--- config.mk ---
export PLATFORM = sky130hd
export DESIGN_NAME = pra_ctrl
export DESIGN_NICKNAME = d
export VERILOG_FILES = /design/src/rtl/core/pra_pkg.sv /design/src/rtl/core/pra_ctrl.sv
export SDC_FILE = /design/constraint.sdc
export NUM_CORES = 1
export LEC_CHECK = 0
export BUFFER_PORTS_ARGS = -buffer_cell sky130_fd_sc_hd__buf_4
export CORE_AREA = 2 2 39 41
export CTS_CLUSTER_DIAMETER = 50
export DETAILED_ROUTE_END_ITERATION = 7
export DIE_AREA = 0 0 41 43
export GPL_TIMING_DRIVEN = 0
export PLACE_DENSITY = 0.64
export SETUP_SLACK_MARGIN = 0.15
export SLEW_MARGIN = 20
export SYNTH_ARGS = -nofsm -noshare
export SYNTH_HDL_FRONTEND = slang
export SYNTH_SLANG_ARGS = --single-unit
export TNS_END_PERCENT = 30
--- constraint.sdc ---
create_clock -name clk -period 2.9 [get_ports clk]
set_clock_uncertainty 0.05 [all_clocks]
set_input_delay 0.145 -clock clk [delete_from_list [all_inputs] [get_ports clk]]
set_output_delay 0.145 -clock clk [all_outputs]
set_load 0.02 [all_outputs]
--- src/rtl/core/pra_pkg.sv ---
// ----------------------------------------------------------------------------
// pra_pkg
// Shared types, codes and helpers for the polymorphic register file access
// block: item layouts, controller/datapath handshake and small divide helper.
// ----------------------------------------------------------------------------
package pra_pkg;

  // Default geometry
  localparam int DEF_MOD_ROWS     = 2;
  localparam int DEF_MOD_COLS     = 4;
  localparam int DEF_MATRIX_COLS  = 64;
  localparam int DEF_MODULE_DEPTH = 512;

  // Fixed field widths
  localparam int WORD_W   = 32;
  localparam int INDEX_W  = 6;
  localparam int SLOT_W   = 9;
  localparam int SCHEME_W = 3;
  localparam int MODIX_W  = 3;

  // Reciprocal-multiply divide: estimate = (value * (2^SHIFT / d)) >> SHIFT, then corrected once
  localparam int RECIP_SHIFT = 8;
  localparam int RECIP_ONE   = 1 << RECIP_SHIFT;

  // Operation codes
  localparam logic [1:0] OP_WRITE  = 2'd0;
  localparam logic [1:0] OP_READ   = 2'd1;
  localparam logic [1:0] OP_PREAD  = 2'd2;
  localparam logic [1:0] OP_IGNORE = 2'd3;

  // Result status codes
  localparam logic [1:0] ST_OK        = 2'd0;
  localparam logic [1:0] ST_NO_SCHEME = 2'd1;
  localparam logic [1:0] ST_RANGE     = 2'd2;

  // Module-assignment schemes
  localparam logic [SCHEME_W-1:0] SCH_NONE       = 3'd0;
  localparam logic [SCHEME_W-1:0] SCH_RECT       = 3'd1;
  localparam logic [SCHEME_W-1:0] SCH_RECT_ROW   = 3'd2;
  localparam logic [SCHEME_W-1:0] SCH_RECT_COL   = 3'd3;
  localparam logic [SCHEME_W-1:0] SCH_ROW_COL    = 3'd4;
  localparam logic [SCHEME_W-1:0] SCH_RECT_TRECT = 3'd5;

  // Input word
  typedef struct packed {
    logic [1:0]                op;
    logic [INDEX_W-1:0]        row_index;
    logic [INDEX_W-1:0]        col_index;
    logic signed [WORD_W-1:0]  write_data;
    logic [SLOT_W-1:0]         slot;
  } in_item_t;

  // Result word
  typedef struct packed {
    logic signed [WORD_W-1:0]  read_data;
    logic [MODIX_W-1:0]        module_row;
    logic [MODIX_W-1:0]        module_col;
    logic [1:0]                status;
    logic                      last;
  } out_item_t;

  // Which result the datapath builds
  typedef enum logic [2:0] {
    EK_NOSCH,
    EK_RANGE,
    EK_WRITE,
    EK_READ,
    EK_PAR
  } emit_kind_t;

  // Controller to datapath
  typedef struct packed {
    logic       load;
    logic       emit;
    emit_kind_t kind;
    logic       mem_wr;
    logic       mem_rd;
    logic       rd_par;
    logic       par_init;
    logic       par_step;
  } cmd_t;

  // Datapath to controller
  typedef struct packed {
    logic [1:0] op;
    logic       scheme_ok;
    logic       slot_ok;
    logic       addr_ok;
    logic       par_last;
  } stat_t;

  // Quotient and remainder of a small divide
  typedef struct packed {
    logic [6:0] quot;
    logic [2:0] rem;
  } dm_t;

  // Divide a 7-bit value by a divisor of 1..8 using its precomputed reciprocal
  function automatic dm_t divmod_small(logic [6:0] value, logic [3:0] divisor,
                                       logic [8:0] recip);
    logic [15:0] prod;
    logic [6:0]  q0;
    logic [10:0] qd;
    logic [6:0]  r0;
    dm_t         res;
    prod = 16'(value) * 16'(recip);
    q0   = 7'(prod >> RECIP_SHIFT);
    qd   = 11'(q0) * 11'(divisor);
    r0   = value - qd[6:0];
    // estimate may be one short: correct once
    if (r0 >= 7'(divisor)) begin
      res.quot = q0 + 7'd1;
      res.rem  = 3'(r0 - 7'(divisor));
    end else begin
      res.quot = q0;
      res.rem  = r0[2:0];
    end
    return res;
  endfunction

endpackage

--- src/rtl/core/pra_ctrl.sv ---
// ----------------------------------------------------------------------------
// pra_ctrl
// Sequencer: steps each accepted word through mapping, memory access and
// result strobe, and walks the module grid on a parallel read.
// ----------------------------------------------------------------------------
module pra_ctrl (
  input  logic           clk,
  input  logic           rst_n,
  input  logic           start,
  input  pra_pkg::stat_t stat,
  output pra_pkg::cmd_t  cmd,
  output logic           busy
);
  import pra_pkg::*;

  typedef enum logic [2:0] {
    S_IDLE,
    S_DECODE,
    S_MAP,
    S_FLAT,
    S_ACCESS,
    S_RDOUT,
    S_PRD,
    S_PEMIT
  } state_t;

  state_t state_r, state_nxt;
  logic   busy_r, busy_nxt;

  // Next state and commands
  always_comb begin
    state_nxt = state_r;
    cmd       = '0;
    cmd.kind  = EK_NOSCH;
    unique case (state_r)
      S_IDLE: begin
        if (start && !busy_r) begin
          cmd.load  = 1'b1;
          state_nxt = S_DECODE;
        end
      end
      S_DECODE: begin
        unique case (stat.op)
          OP_PREAD: begin
            if (stat.slot_ok) begin
              cmd.par_init = 1'b1;
              state_nxt    = S_PRD;
            end else begin
              cmd.emit  = 1'b1;
              cmd.kind  = EK_RANGE;
              state_nxt = S_IDLE;
            end
          end
          OP_WRITE, OP_READ: begin
            if (stat.scheme_ok) begin
              state_nxt = S_MAP;
            end else begin
              cmd.emit  = 1'b1;
              cmd.kind  = EK_NOSCH;
              state_nxt = S_IDLE;
            end
          end
          OP_IGNORE: begin
            state_nxt = S_IDLE;
          end
          default: begin
            state_nxt = S_IDLE;
          end
        endcase
      end
      S_MAP: begin
        state_nxt = S_FLAT;
      end
      S_FLAT: begin
        if (stat.addr_ok) begin
          state_nxt = S_ACCESS;
        end else begin
          cmd.emit  = 1'b1;
          cmd.kind  = EK_RANGE;
          state_nxt = S_IDLE;
        end
      end
      S_ACCESS: begin
        if (stat.op == OP_WRITE) begin
          cmd.mem_wr = 1'b1;
          cmd.emit   = 1'b1;
          cmd.kind   = EK_WRITE;
          state_nxt  = S_IDLE;
        end else begin
          cmd.mem_rd = 1'b1;
          state_nxt  = S_RDOUT;
        end
      end
      S_RDOUT: begin
        cmd.emit  = 1'b1;
        cmd.kind  = EK_READ;
        state_nxt = S_IDLE;
      end
      S_PRD: begin
        cmd.mem_rd = 1'b1;
        cmd.rd_par = 1'b1;
        state_nxt  = S_PEMIT;
      end
      S_PEMIT: begin
        cmd.emit     = 1'b1;
        cmd.kind     = EK_PAR;
        cmd.par_step = 1'b1;
        state_nxt    = stat.par_last ? S_IDLE : S_PRD;
      end
      default: begin
        state_nxt = S_IDLE;
      end
    endcase
    busy_nxt = (state_nxt != S_IDLE);
  end

  // Hold state and busy
  always_ff @(posedge clk) begin
    if (!rst_n) begin
      state_r <= S_IDLE;
      busy_r  <= 1'b0;
    end else begin
      state_r <= state_nxt;
      busy_r  <= busy_nxt;
    end
  end

  assign busy = busy_r;

endmodule

==> metrics.yaml <==
htree_num_levels: 1
final_cells: 90
drtAntennaViolNets: 0
drt_pass1_iterations: 4
worstSetupPathType: "flop to output pin"
ios: 20
netlist_area_um2: 392.9
crit_path_end_kind: "output pin"
ys_warn_count: 0
fmax_mhz: 645.7
pwr-share-comb: 0.432
worstPathArrival_ps: 1350
ctsHoldBuffers: 0
p_per_area_nw_per_um2: 402.9
finalCritPeriodShare: 0.5341
synthDistinctLibCells: 30
fin_nets: 85
antenna_cells: 0
p_seq_frac: 0.286
relSlewSlack: 0.8104
min_path_type: "input port to flop"
drt-initial-drc-count: 3
power.share.clock: 0.283
syn_to_final_growth_pct: 47.13
root_buffer: "clkbuf_4"
rsz0062_at_grt: "no"
required_ps: 2710
die_width_um: 41
crit_path_max_fanout: 10
grt_pass1_vias: 376
fin_util: 0.4177
hold_viol: 0
grt_use_total: 0.1206
avgSynthCellArea_um2: 7.555
worst_r2r_path_depth: 4
setup_viol: 0
switchingPower_mw: 0.07761
cp-start-kind: "flop"
r2r_setup_slack_ps: 1640
crit_path_end: "cmd[8]"
via_per_inst: 5.000
syn_nets: 61
peakVddDrop_mv: 0.1693
swShare: 0.3332
dieArea_um2: 1763
cts_made_buffers: 3
yosys_register_bits: 4
yosysSeqAreaShare: 0.2038
dp.cells: 87
numPortBuffers: 19
clock_sinks: 4
r2r-end: "busy"
slew_violations: 0
cp-startpoint: "state_r[1]"
fin_setup_tns_ps: 0
finalWirelength_um: 918
rows: 14
drive_gt1_frac: 0.4189
clockBufferDepth: 2
vias: 450
status: "finished clean"
r2r-start: "state_r[2]"
worst_pin_slew_ps: 283.9
post_cts_resized: 0
intPower_mw: 0.1553
synth_cells: 52
antenna_found_initial: 0
core-area_um2: 1384
cap_violations: 0
grt_max_degree: 11
gp_congestion: 0.6976
grt_overflow: 0
start_util: 0.2839
cts_setup_buffers: 0
finalCriticalPeriod_ps: 1549
cts_tree: "done"
clock_latency_ps: 230
drc: 0
path_clk_slew_ps: 30
grt_pass1_wl_um: 1462
die_height_um: 43
wl_per_cell_um: 10.20
leakage_nw: 0.2641
==> routing by layer <==
| metal | vias to the layer above | part of all wire | GRT usage |
|---|---|---|---|
| met5 | - | 0 | 0 |
| met4 | 0 | 0 | 0.08000 |
| met3 | 0 | 0.062 | 0.01571 |
| met2 | 11 | 0.52 | 0.1875 |
| met1 | 205 | 0.42 | 0.1452 |
| li1 | 234 | - | - |
==> kinds of logic after synthesis <==
family,synth area share
and+or+nand+nor,0.3312
muxes,0.02548
AOI/OAI and AO/OA,0.3185
buffers and inverters,0.1210
DFF,0.2038
==> worst min-delay path by stage <==
stage | startpoint | end | slack, ps | cells after the start
floorplan | rst_n | state_r[0] | 250 | 2
global placement | rst_n | state_r[0] | 380 | 3
detailed placement | rst_n | state_r[0] | 380 | 3
CTS | rst_n | state_r[0] | 130 | 3
global route | rst_n | state_r[0] | 170 | 3
finish | rst_n | state_r[0] | 140 | 3
==> stage by stage <==
step / worst slack, ps / power [mW] / hold WS, ps / cell area, um2
global route: 1257 / 0.2479 / 170.5 / 578.1
CTS: 1335 / 0.2393 / 133.8 / 578.1
floorplan: 1482 / 0.1344 / 247.5 / 392.9
finish: 1351 / 0.2329 / 143.4 / 578.1
global placement: 1573 / 0.1692 / 377.6 / 555.5
detailed placement: 1564 / 0.1693 / 381.5 / 555.5
==> Yosys cell counts <==
library cell / count / area [um2]
dfxtp_1: 4 / 80.08
inv_1: 2 / 7.510
or2_1: 1 / 6.260
a221oi_2: 1 / 15.01
nor2_1: 6 / 22.52
buf_8: 1 / 15.01
nand4b_1: 1 / 8.760
o21bai_1: 1 / 7.510
o21ai_0: 1 / 5.000
a2111oi_2: 1 / 15.01
and3_1: 2 / 12.51
nor2b_1: 1 / 6.260
o21ai_1: 3 / 15.01
mux2i_1: 1 / 10.01
nand2b_1: 3 / 18.77
nand2_1: 2 / 7.510
buf_6: 1 / 11.26
or3b_1: 1 / 8.760
o31ai_1: 1 / 7.510
nor4_1: 1 / 6.260
o32ai_2: 1 / 16.27
buf_2: 2 / 10.01
o21a_1: 1 / 7.510
clkinv_1: 1 / 3.750
nor2_2: 2 / 12.51
a211oi_1: 1 / 7.510
a22oi_1: 1 / 7.510
a31oi_1: 1 / 6.260
nor3_1: 4 / 20.02
a21oi_1: 3 / 15.01
==> power by group through the flow <==
stage          logic (mW)  registers [mW]  clock network [mW]
4_1_cts             0.102          0.0665              0.0706
6_report            0.101          0.0665              0.0658
5_1_grt             0.110          0.0677              0.0707
3_5_place_dp        0.102          0.0674                   0
2_1_floorplan      0.0632          0.0713                   0
3_3_place_gp        0.102          0.0675                   0
==> state kept, by name (all words and copies together) (netlist names) <==
signal	count
busy	1
state_r	3
==> worst max-delay path, stage by stage (launching register included) <==
cell     delay, ps
dfxtp_1        360
buf_2          230
mux2i_1        210
o21ai_1         70
o31ai_1         60
buf_4          180
==> layout make-up <==
cell class / count / area, um2
Sequential cell: 4 / 80.08
Multi-Input combinational cell: 41 / 265.3
Clock buffer: 3 / 22.52
Fill cell: 150 / 805.8
Inverter: 3 / 11.26
Timing Repair Buffer: 19 / 142.6
Buffer: 4 / 36.28
Tap cell: 16 / 20.02
==> placed cells by master, fill, tap and decap left out, types with 2 or more instances in the layout <==
cell	synthesis	layout
and3_1	2	2
inv_1	2	2
nor3_1	4	4
o21ai_1	3	3
nand2_1	2	2
nand2b_1	3	3
nor2_2	2	2
buf_4	0	19
clkbuf_4	0	3
a21oi_1	3	3
dfxtp_1	4	4
nor2_1	6	6
buf_2	2	2
Power figures use the tool's default switching activity.
